$ cat src/design/mcis_pkg.sv
// Shared types and constants for the multichannel IIR smoother.
`timescale 1ns / 1ps

package mcis_pkg;

  localparam int CH_W       = 3;
  localparam int RAW_W      = 16;
  localparam int Q15_W      = 15;
  localparam int MV_W       = 13;
  localparam int OP_A_W     = 16;
  localparam int PROD_W     = 31;
  localparam int CFG_ADDR_W = 2;
  localparam int CFG_DATA_W = 15;

  localparam logic [Q15_W-1:0] Q15_MAX          = 15'h7FFF;
  localparam logic [Q15_W-1:0] WEIGHT_NEW_RESET = 15'd4096;
  localparam logic [Q15_W-1:0] WEIGHT_OLD_RESET = 15'd28672;
  localparam logic [MV_W-1:0]  REF_MV_RESET     = 13'd3300;

  // Millivolt scaling divides by 2^16 - 1.
  localparam logic [16:0] MV_DIVISOR = 17'd65535;

  localparam logic [CFG_ADDR_W-1:0] CFG_WEIGHT_NEW = 2'd0;
  localparam logic [CFG_ADDR_W-1:0] CFG_WEIGHT_OLD = 2'd1;
  localparam logic [CFG_ADDR_W-1:0] CFG_REF_MV     = 2'd2;

  typedef struct packed {
    logic [CH_W-1:0]  channel;
    logic [RAW_W-1:0] raw_word;
  } in_word_t;

  typedef struct packed {
    logic [CH_W-1:0]  channel_out;
    logic [Q15_W-1:0] filtered;
    logic [MV_W-1:0]  millivolts;
    logic             saturated;
  } out_word_t;

  typedef struct packed {
    logic load;
    logic mul_old;
    logic sum;
    logic mul_mv;
    logic finish;
  } cmd_t;

  typedef struct packed {
    logic out_free;
  } status_t;

endpackage

$ cat src/design/mcis_ctrl.sv
// Sequencer that steps one word through the shared multiplier schedule.
`timescale 1ns / 1ps

module mcis_ctrl (
  input  logic             clk,
  input  logic             rst_n,
  input  logic             in_valid,
  output logic             in_stall,
  input  mcis_pkg::status_t status,
  output mcis_pkg::cmd_t    cmd
);

  localparam logic [2:0] ST_IDLE    = 3'd0;
  localparam logic [2:0] ST_MUL_OLD = 3'd1;
  localparam logic [2:0] ST_SUM     = 3'd2;
  localparam logic [2:0] ST_MUL_MV  = 3'd3;
  localparam logic [2:0] ST_FINISH  = 3'd4;

  logic [2:0] state_r;
  logic [2:0] state_nxt;
  logic       finish_go;
  logic       take;
  logic       accept;

  assign finish_go = (state_r == ST_FINISH) && status.out_free;
  assign take      = (state_r == ST_IDLE) || finish_go;
  assign in_stall  = !rst_n || !take;
  assign accept    = in_valid && !in_stall;

  always_comb begin
    cmd.load    = accept;
    cmd.mul_old = (state_r == ST_MUL_OLD);
    cmd.sum     = (state_r == ST_SUM);
    cmd.mul_mv  = (state_r == ST_MUL_MV);
    cmd.finish  = finish_go;
  end

  always_comb begin
    state_nxt = state_r;
    case (state_r)
      ST_IDLE:    if (accept) state_nxt = ST_MUL_OLD;
      ST_MUL_OLD: state_nxt = ST_SUM;
      ST_SUM:     state_nxt = ST_MUL_MV;
      ST_MUL_MV:  state_nxt = ST_FINISH;
      ST_FINISH: begin
        if (finish_go) state_nxt = accept ? ST_MUL_OLD : ST_IDLE;
      end
      default:    state_nxt = ST_IDLE;
    endcase
  end

  always_ff @(posedge clk) begin
    if (!rst_n) state_r <= ST_IDLE;
    else        state_r <= state_nxt;
  end

endmodule

$ cat src/design/mcis_datapath.sv
// Datapath: settings, per-channel history, shared multiplier and output word.
`timescale 1ns / 1ps

module mcis_datapath #(
  parameter int CHANNELS = 8
) (
  input  logic                                clk,
  input  logic                                rst_n,
  input  mcis_pkg::cmd_t                      cmd,
  output mcis_pkg::status_t                   status,
  input  mcis_pkg::in_word_t                  in_word,
  input  logic                                cfg_we,
  input  logic [mcis_pkg::CFG_ADDR_W-1:0]     cfg_addr,
  input  logic [mcis_pkg::CFG_DATA_W-1:0]     cfg_wdata,
  input  logic                                out_stall,
  output logic                                out_valid,
  output mcis_pkg::out_word_t                 out_word
);

  localparam int IDX_W = (CHANNELS > 1) ? $clog2(CHANNELS) : 1;

  logic [mcis_pkg::Q15_W-1:0]  weight_new_r;
  logic [mcis_pkg::Q15_W-1:0]  weight_old_r;
  logic [mcis_pkg::MV_W-1:0]   ref_mv_r;
  logic [mcis_pkg::Q15_W-1:0]  prev_r [CHANNELS];
  logic [mcis_pkg::CH_W-1:0]   ch_r;
  logic [mcis_pkg::PROD_W-1:0] prod_r;
  logic [mcis_pkg::Q15_W-1:0]  acc_r;
  logic [mcis_pkg::Q15_W-1:0]  value_r;
  logic                        sat_r;
  logic                        out_valid_r;
  mcis_pkg::out_word_t         out_r;

  logic                        known;
  logic [IDX_W-1:0]            idx;
  logic [mcis_pkg::Q15_W-1:0]  prev_rd;
  logic [mcis_pkg::OP_A_W-1:0] op_a;
  logic [mcis_pkg::Q15_W-1:0]  op_b;
  logic [mcis_pkg::PROD_W-1:0] prod_nxt;
  logic [mcis_pkg::Q15_W:0]    sum;
  logic [mcis_pkg::Q15_W-1:0]  value_nxt;
  logic [mcis_pkg::MV_W-1:0]   q0;
  logic [16:0]                 r0;
  logic [mcis_pkg::MV_W-1:0]   mv;

  assign known   = (32'(ch_r) < CHANNELS);
  assign idx     = IDX_W'(ch_r);
  assign prev_rd = known ? prev_r[idx] : '0;

  // Operand select for the one shared multiplier.
  always_comb begin
    op_a = {1'b0, in_word.raw_word[mcis_pkg::RAW_W-1:1]};
    op_b = weight_new_r;
    if (cmd.mul_old) begin
      op_a = {1'b0, prev_rd};
      op_b = weight_old_r;
    end else if (cmd.mul_mv) begin
      op_a = {value_r, 1'b0};
      op_b = {2'b00, ref_mv_r};
    end
  end

  assign prod_nxt = mcis_pkg::PROD_W'(op_a) * mcis_pkg::PROD_W'(op_b);

  // Both terms are below 2^15, so an overflow shows in the top bit.
  assign sum       = {1'b0, acc_r} + {1'b0, prod_r[29:15]};
  assign value_nxt = sum[mcis_pkg::Q15_W] ? mcis_pkg::Q15_MAX : sum[mcis_pkg::Q15_W-1:0];

  // Divide by 65535: quotient guess from the high half, one correction step.
  assign q0 = prod_r[28:16];
  assign r0 = {1'b0, prod_r[15:0]} + 17'(q0);
  assign mv = (r0 >= mcis_pkg::MV_DIVISOR) ? q0 + 13'd1 : q0;

  assign status.out_free = !out_valid_r || !out_stall;
  assign out_valid       = out_valid_r;
  assign out_word        = out_r;

  always_ff @(posedge clk) begin
    if (!rst_n) begin
      weight_new_r <= mcis_pkg::WEIGHT_NEW_RESET;
      weight_old_r <= mcis_pkg::WEIGHT_OLD_RESET;
      ref_mv_r     <= mcis_pkg::REF_MV_RESET;
    end else if (cfg_we) begin
      case (cfg_addr)
        mcis_pkg::CFG_WEIGHT_NEW: weight_new_r <= cfg_wdata;
        mcis_pkg::CFG_WEIGHT_OLD: weight_old_r <= cfg_wdata;
        mcis_pkg::CFG_REF_MV:     ref_mv_r     <= cfg_wdata[mcis_pkg::MV_W-1:0];
        default: ;
      endcase
    end
  end

  always_ff @(posedge clk) begin
    if (!rst_n) begin
      for (int k = 0; k < CHANNELS; k++) prev_r[k] <= '0;
    end else if (cmd.sum && known) begin
      prev_r[idx] <= value_nxt;
    end
  end

  always_ff @(posedge clk) begin
    if (cmd.load) ch_r <= in_word.channel;
    if (cmd.load || cmd.mul_old || cmd.mul_mv) prod_r <= prod_nxt;
    if (cmd.mul_old) acc_r <= prod_r[29:15];
    if (cmd.sum) begin
      value_r <= value_nxt;
      sat_r   <= sum[mcis_pkg::Q15_W];
    end
    if (cmd.finish) begin
      out_r.channel_out <= ch_r;
      out_r.filtered    <= value_r;
      out_r.millivolts  <= mv;
      out_r.saturated   <= sat_r;
    end
  end

  always_ff @(posedge clk) begin
    if (!rst_n)          out_valid_r <= 1'b0;
    else if (cmd.finish) out_valid_r <= 1'b1;
    else if (!out_stall) out_valid_r <= 1'b0;
  end

endmodule

$ cat src/design/multichannel_adc_iir_smoother.sv
// Top level of the multichannel converter IIR smoother.
`timescale 1ns / 1ps
//
// Usage:
//   Input channel (in_valid / in_stall / in_word): one word per converter
//   result, carrying the channel number and the raw 16-bit result. The raw
//   value is halved to Q15 and blended with that channel's last output.
//   Output channel (out_valid / out_stall / out_word): one word per input,
//   with the filtered Q15 value, its millivolt scale and a clamp flag.
//   Configuration (cfg_we / cfg_addr / cfg_wdata): index 0 new-sample
//   weight, 1 history weight, 2 reference in mV; other indexes are ignored.
//   Write only while no word is in flight.
// Schedule:
//   An accepted word steps through MUL_OLD, SUM, MUL_MV and FINISH. Three
//   multiplies share one 16x15 multiplier, so no new word is taken mid-way:
//   the next word enters in the cycle the previous result loads.
// Reset (rst_n low, synchronous): weights return to 4096 / 28672, the
//   reference to 3300 mV, all channel histories clear, the output empties
//   and in_stall is held high.
// Back-pressure: while out_stall holds a result, the next word finishes its
//   math and waits; input is refused until the output slot frees.
//
module multichannel_adc_iir_smoother #(
  parameter int CHANNELS = 8
) (
  input  logic                            clk,
  input  logic                            rst_n,
  input  logic                            in_valid,
  output logic                            in_stall,
  input  mcis_pkg::in_word_t              in_word,
  output logic                            out_valid,
  input  logic                            out_stall,
  output mcis_pkg::out_word_t             out_word,
  input  logic                            cfg_we,
  input  logic [mcis_pkg::CFG_ADDR_W-1:0] cfg_addr,
  input  logic [mcis_pkg::CFG_DATA_W-1:0] cfg_wdata
);

  mcis_pkg::cmd_t    cmd;
  mcis_pkg::status_t status;

  // Sequencer: one step per cycle through the multiplier schedule, holding in FINISH while the output slot is busy.
  mcis_ctrl u_ctrl (
    .clk      (clk),
    .rst_n    (rst_n),
    .in_valid (in_valid),
    .in_stall (in_stall),
    .status   (status),
    .cmd      (cmd)
  );

  // Arithmetic, per-channel history and the output register.
  mcis_datapath #(
    .CHANNELS (CHANNELS)
  ) u_datapath (
    .clk       (clk),
    .rst_n     (rst_n),
    .cmd       (cmd),
    .status    (status),
    .in_word   (in_word),
    .cfg_we    (cfg_we),
    .cfg_addr  (cfg_addr),
    .cfg_wdata (cfg_wdata),
    .out_stall (out_stall),
    .out_valid (out_valid),
    .out_word  (out_word)
  );

endmodule

$ cat config.mk
export PLATFORM = sky130hd
export DESIGN_NAME = multichannel_adc_iir_smoother
export DESIGN_NICKNAME = d
export VERILOG_FILES = /design/src/design/mcis_pkg.sv /design/src/design/mcis_ctrl.sv /design/src/design/mcis_datapath.sv /design/src/design/multichannel_adc_iir_smoother.sv
export SDC_FILE = /design/constraint.sdc
export NUM_CORES = 1
export LEC_CHECK = 0
export BUFFER_PORTS_ARGS = -buffer_cell sky130_fd_sc_hd__buf_4
export CAP_MARGIN = 20
export CORE_ASPECT_RATIO = 1.5
export CORE_MARGIN = 2
export CORE_UTILIZATION = 50
export CTS_CLUSTER_DIAMETER = 120
export DETAILED_ROUTE_END_ITERATION = 8
export PLACE_DENSITY = 0.69
export SYNTH_ARGS = -nofsm -noshare
export SYNTH_HDL_FRONTEND = slang
export SYNTH_HIERARCHICAL = 1
export SYNTH_SLANG_ARGS = --single-unit
$ cat constraint.sdc
create_clock -name clk -period 17.75 [get_ports clk]
set_input_delay 2.6625 -clock clk [delete_from_list [all_inputs] [get_ports clk]]
set_output_delay 2.6625 -clock clk [all_outputs]
set_load 0.005 [all_outputs]
# [Word level (Yosys, flattened, before mapping)]
# Memory sizes are Yosys's and may differ from the RTL's. A register that Yosys moved wholly into a read port is not among the register bits.
# Index checks and enable logic that the tools add are counted.
# Widths: inputs -> output; s select.
[totals] reg_bits=143 ramBits=120 input_bits=41 output_inout_bits=34 wordCells=68 n_memories=1
[memory_table] name="u_datapath.prev_r" words=8 word_bits=15 read_ports=1 rd_clocked_by_memory_dff=1 wr=8 line_no="mcis_datapath.sv:25" rtl="logic [mcis_pkg::Q15_W-1:0] prev_r [CHANNELS];"
[classes] n_addsub=3 mul=1 order_cmp=1 eq_ne=9 mux=20 reduce_logical=19
[ops] operator="$mux 15" count=4
[ops] operator="$mux 16" count=2
[ops] operator="$mul 16x15->30" count=1
[ops] operator="$add 16x13->17" count=1
[ops] operator="$ge 17x16->1 const B" count=1
[ops] operator="$add 15x15->16" count=1
[ops] operator="$pmux 3 s5" count=1
[ops] operator="$reduce_or 15->1" count=1
[ops] operator="$add 13x1->13 const B" count=1
[ops] operator="$mux 13" count=1
[ops] operator="$mux 3" count=4
[ops] operator="$mux 1" count=8
[ops] operator="$reduce_and 2->1" count=4
[ops] operator="$eq 3x2->1 const B" count=2
[ops] operator="$ne 2x1->1 const B" count=3
[ops] operator="$logic_not 1->1" count=5
[ops] operator="$logic_or 1x1->1" count=5
[ops] operator="$eq 3x1->1 const B" count=1
[ops] operator="$eq 3x3->1 const B" count=1
[ops] operator="$logic_not 3->1" count=1
[ops] operator="$eq 2x1->1 const B" count=1
[ops] operator="$eq 2x2->1 const B" count=1
[ops] operator="$logic_and 1x1->1" count=2
[ops] operator="$logic_not 2->1" count=1

# [Longest topological paths before layout]
[depth] word_depth=11 depth_mapped=30 depth_no_buf=26

# [Modules after synthesis]
# Netlist, hierarchy kept.
[by_module_without_submodules] mod="mcis_datapath" instances=1 cells_each=1895 area_per_inst_um2=19668.9 seq_area_each_um2=7427.1
[by_module_without_submodules] mod="mcis_ctrl" instances=1 cells_each=22 area_per_inst_um2=206.4 seq_area_each_um2=60.1

# [Worst setup path after synthesis]
# Ideal clock, no wire load.
[synth_path] path_type="input to register" start="in in_word[11] (netlist name)" end="reg u_datapath/prod_r[27] (netlist name), data pin" setup_time_ps=258 arrival_time_ps=8376 required_time_ps=17492 setup_slack_ps=9116 path_stages=24 n_path_buf=1 cell_sequence="mux2_2 -> o21ai_0 -> clkbuf_1 -> nor2_1 -> fa_1 -> inv_1 -> fa_1 -> inv_1 -> fa_1 -> inv_1 -> fa_1 -> inv_1 -> fa_1 -> inv_1 -> fa_1 -> inv_1 -> ha_1 -> or4_1 -> o21ai_0 -> o21bai_1 -> a31oi_1 -> o311ai_0 -> a21oi_1 -> xnor2_1"
[synth_between] elab_chain_len=3
[synth_lines] item="start: declaration" line_no="multichannel_adc_iir_smoother.sv:30" rtl="input mcis_pkg::in_word_t in_word,"
[synth_lines] item="$mux 16" line_no="mcis_datapath.sv:57" rtl="end else if (cmd.mul_mv) begin"
[synth_lines] item="$mux 16" line_no="mcis_datapath.sv:54" rtl="if (cmd.mul_old) begin"
[synth_lines] item="$mul 16x15->30" line_no="mcis_datapath.sv:63" rtl="assign prod_nxt = mcis_pkg::PROD_W'(op_a) * mcis_pkg::PROD_W'(op_b);"
[synth_lines] item="via u_datapath.prod_nxt (one bit)" line_no="mcis_datapath.sv:39" rtl="logic [mcis_pkg::PROD_W-1:0] prod_nxt;"
[synth_lines] item="end signal: assignment" line_no="mcis_datapath.sv:103" rtl="if (cmd.load || cmd.mul_old || cmd.mul_mv) prod_r <= prod_nxt;"
[synth_lines] item="end: declaration" line_no="mcis_datapath.sv:27" rtl="logic [mcis_pkg::PROD_W-1:0] prod_r;"
# The timed path passes the listed nets, and every way through them passes these cells.
# A chain may end at the register's enable or synchronous reset.

# [Final worst setup path]
[layout_path] start="in in_word[9] (netlist name)" end="reg u_datapath/prod_r[27] (netlist name), data pin"
# The elaborated chain is that of the path after synthesis.

==> summary.txt <==
STA
  • Minimum clock period: 8930 ps
  • Final period util: 0.503
  • Fmax achieved: 112 MHz
  • Final Hold Vio Count: 0
  • Max-slew headroom: 0.251
  • RSZ-0062 raised after global routing: no
  • Slew Limit Fails: 0
  • Setup TNS: 0 ps
  • Clock Skew: 17.3 ps
  • Final setup violation count: 0
  • Actual slew at the worst max-slew pin: 1120 ps

Yosys
  • Top cells by area, synth: edfxtp_1 (33%), fa_1 (18%), ha_1 (7.6%), nor2_1 (6.1%), dfxtp_1 (5.0%)
  • Ys flop type: edfxtp_1
  • Synth Instances: 1,917
  • Post-Synthesis Cell Area: 0.0199 mm2
  • Synth warnings: 6
  • Distinct cells, synth: 69
  • Post-synthesis sequential area ratio: 0.377
  • Register bit total from synthesis: 266
  • Synth async-reset ratio: 0
  • Mapped Nets: 2,259
  • Leading area contributor after synthesis: edfxtp_1
  • Avg Cell Area, Syn: 10.4 um2
  • Post-synth EDFFs: 216
  • Yosys top cell area share: 0.326

Hold path
  • Hold path startpoint: u_datapath/sat_r$_DFFE_PP_
  • Endpoint, Worst Hold: u_datapath/out_word[0]$_DFFE_PP_
  • Min-delay worst type: flip-flop to flip-flop
  • Hold path depth: 0

Outcome
  • Status: completed

Critical path
  • FF-to-FF setup slack: 9310 ps
  • Critical Path RT: 18,050 ps
  • CP max FO: 9
  • Crit Path Category: input pin to flip-flop
  • R2R depth: 24
  • Critical path endpoint category: flip-flop
  • Worst reg2reg path endpoint: u_datapath/prod_r[27]$_DFFE_PP_
  • Reg2reg start: u_ctrl/state_r[0]$_SDFFE_PN0P_
  • CP arrival: 9230 ps
  • Crit start category: input pin

Global route
  • Largest net degree at the start of global routing: 59
  • Global-route wire length before repair: 77,900 um
  • GR Util All Layers: 0.243
  • Number of global-route vias before repair: 14,700
  • Global-route congestion overflow total: 0
  • Antenna violations before repair: 1

Power
  • Leakage: 9.61 nW
  • PD cells: 117 mW/mm2
  • Maximum vdd drop: 93.3 uV

Floorplan
  • CORE AREA: 0.0393 mm2
  • Initial core utilization: 0.506
  • DIE AREA: 0.0414 mm2
  • Rows: 89
  • Die X: 167 um
  • I/O Pins: 75
  • Vert. Die Dim: 248 um

Routing
  • DRT antenna net count: 0
  • Pre-antenna DRT Iters: 5
  • WL final: 49,700 um
  • 1st-iter DRT viols: 985
  • DRC violations left: 0
  • DR vias: 14,000
  • Vias/cell: 5.64
  • WL/cell: 20.0 um

Cells and area
  • # fillers: 3,355
  • Fraction of final layout cells sized beyond drive strength 1: 0.125
  • Layout net count: 2,309
  • Finished Cell Area: 0.0218 mm2
  • Area delta synth->final: 9.59%

Placed design
  • Port bufs: 73
  • Placed cell area: 0.0210 mm2
  • RePlAce Congestion: 0.847
  • DP Wirelength: 36,800 um

Clock tree
  • H-tree depth: 1
  • Clock tree buffer depth: 3
  • Postcts setup bufs: 0
  • Hold buffers post-CTS: 0
  • Clk slew on worst S/H paths: 60 ps
  • CTS tree: yes
  • Post-cts resize count: 0
  • Clk Latency, worst-skew pair: 560 ps
  • Clock tree sinks: 266
  • Root Driver: clkbuf_16
  • Total CTS buffers: 24

Run
  • Max Cap Viol: 0
## worst max-delay path by stage
stage / from / end / depth (start not counted)
floorplan: in_word[11] / u_datapath/prod_r[27]$_DFFE_PP_ / 24
global placement: in_word[3] / u_datapath/prod_r[27]$_DFFE_PP_ / 23
detailed placement: in_word[9] / u_datapath/prod_r[27]$_DFFE_PP_ / 24
CTS: in_word[9] / u_datapath/prod_r[27]$_DFFE_PP_ / 24
global route: in_word[9] / u_datapath/prod_r[27]$_DFFE_PP_ / 25
finish: in_word[9] / u_datapath/prod_r[27]$_DFFE_PP_ / 24
## registers in the layout (all words and copies together), names as in the netlist, named ones only
register	flops
u_ctrl/state_r	3
u_datapath/acc_r	15
u_datapath/ch_r	3
u_datapath/out_valid	1
u_datapath/out_word	32
u_datapath/prev_r	120
u_datapath/prod_r	30
u_datapath/ref_mv_r	13
u_datapath/sat_r	1
u_datapath/value_r	15
u_datapath/weight_new_r	15
u_datapath/weight_old_r	15
## cells in the final DEF (no fill, tap or decap), types with 10 or more instances in the layout
cell type / netlist / routed
a21o_1: 20 / 20
nor2b_1: 11 / 11
nand2_1: 199 / 199
mux2i_1: 29 / 29
and3_1: 11 / 10
nand3_1: 31 / 31
ha_1: 120 / 120
a21oi_1: 51 / 47
fa_1: 181 / 181
o21ai_0: 37 / 36
mux4_2: 30 / 30
a21boi_0: 35 / 35
clkbuf_16: 0 / 24
mux2_2: 15 / 15
inv_1: 255 / 255
a211oi_1: 10 / 10
buf_4: 2 / 104
edfxtp_1: 216 / 216
xnor2_1: 32 / 32
or2_2: 32 / 32
o21a_1: 16 / 16
dfxtp_1: 50 / 49
xor2_1: 24 / 24
nor2_1: 324 / 324
## power breakdown
part	switching [mW]	internal, mW
clock network	0.241	0.291
logic	0.738	0.439
registers	0.0620	0.776
## critical path: stages
cell      delay, ps
buf_4           100
nor2b_1         120
a211oi_1        480
a21o_1          410
nor2_1          130
fa_1            580
inv_1            50
fa_1            480
inv_1            60
fa_1            480
fa_1            460
fa_1            550
inv_1            60
fa_1            490
inv_1            50
ha_1            320
a21o_1          170
a21oi_1         240
o211ai_1        130
o21bai_1        210
a31oi_1         460
o311ai_0        210
a21oi_1         230
xnor2_1         100
## logic make-up (layout without fill, tap and decap cells)
group | Yosys count | count (layout) | share of synthesized area
AND/OR/NAND/NOR | 673 | 673 | 0.149
buffers and inverters | 336 | 404 | 0.0653
adder cells (fa/ha/maj) | 301 | 301 | 0.258
flip-flops | 266 | 266 | 0.377
AO/OA/AOI/OAI | 210 | 210 | 0.0692
multiplexers | 74 | 74 | 0.0571
XOR/XNOR | 56 | 56 | 0.0247
other | 1 | 2 | 0.000189
## synthesized netlist by cell type, types with 4 or more instances
master / n
a21oi_1: 51
nor3b_2: 5
clkbuf_1: 62
o21bai_1: 7
o21a_1: 16
mux2_2: 15
dfxtp_1: 50
inv_1: 255
ha_1: 120
nand2_1: 199
a21boi_0: 35
edfxtp_1: 216
or2_2: 32
nor2_1: 324
buf_2: 6
or4_1: 4
nand2b_1: 7
nand3_1: 31
fa_1: 181
a21o_1: 20
and2_1: 4
mux4_2: 30
nor3_2: 5
nor2b_1: 11
nor3_1: 9
a211oi_1: 10
buf_1: 7
and3_1: 11
mux2i_1: 29
xnor2_1: 32
o21ai_0: 37
nor3b_1: 6
or3_1: 8
a31oi_1: 6
xor2_1: 24
## routing by layer
layer / wire, um / global-route usage / vias to the layer above
met5: 0 / 0 / -
met4: 2200 / 0.103 / 0
met3: 2490 / 0.0222 / 126
met2: 27000 / 0.465 / 458
met1: 18000 / 0.277 / 7021
li1: - / - / 6407
## cell type report
type                            instances  area [um2]  area share
Sequential cell                       266        7490       0.344
Clock buffer                           29         639      0.0294
Clock inverter                         15         166     0.00764
Multi-Input combinational cell       1315       11100       0.510
Inverter                              256         961      0.0441
Tap cell                              500         626      0.0287
Antenna cell                            1        2.50    0.000115
Timing Repair Buffer                  104         781      0.0358
## stage by stage
| stage | hold WS, ps | power, mW | worst slack, ps | instances | util |
|---|---|---|---|---|---|
| 2_1_floorplan | 400 | 1.68 | 9120 | 1917 | - |
| 3_5_place_dp | 417 | 2.02 | 8330 | 2440 | 0.533 |
| 3_3_place_gp | 408 | 2.00 | 8430 | 2440 | 0.533 |
| 6_report | 431 | 2.55 | 8820 | 2486 | 0.554 |
| 5_1_grt | 440 | 2.72 | 8440 | 2485 | 0.554 |
| 4_1_cts | 432 | 2.56 | 8900 | 2484 | 0.554 |
No activity file was read; power rests on OpenSTA's default activity.
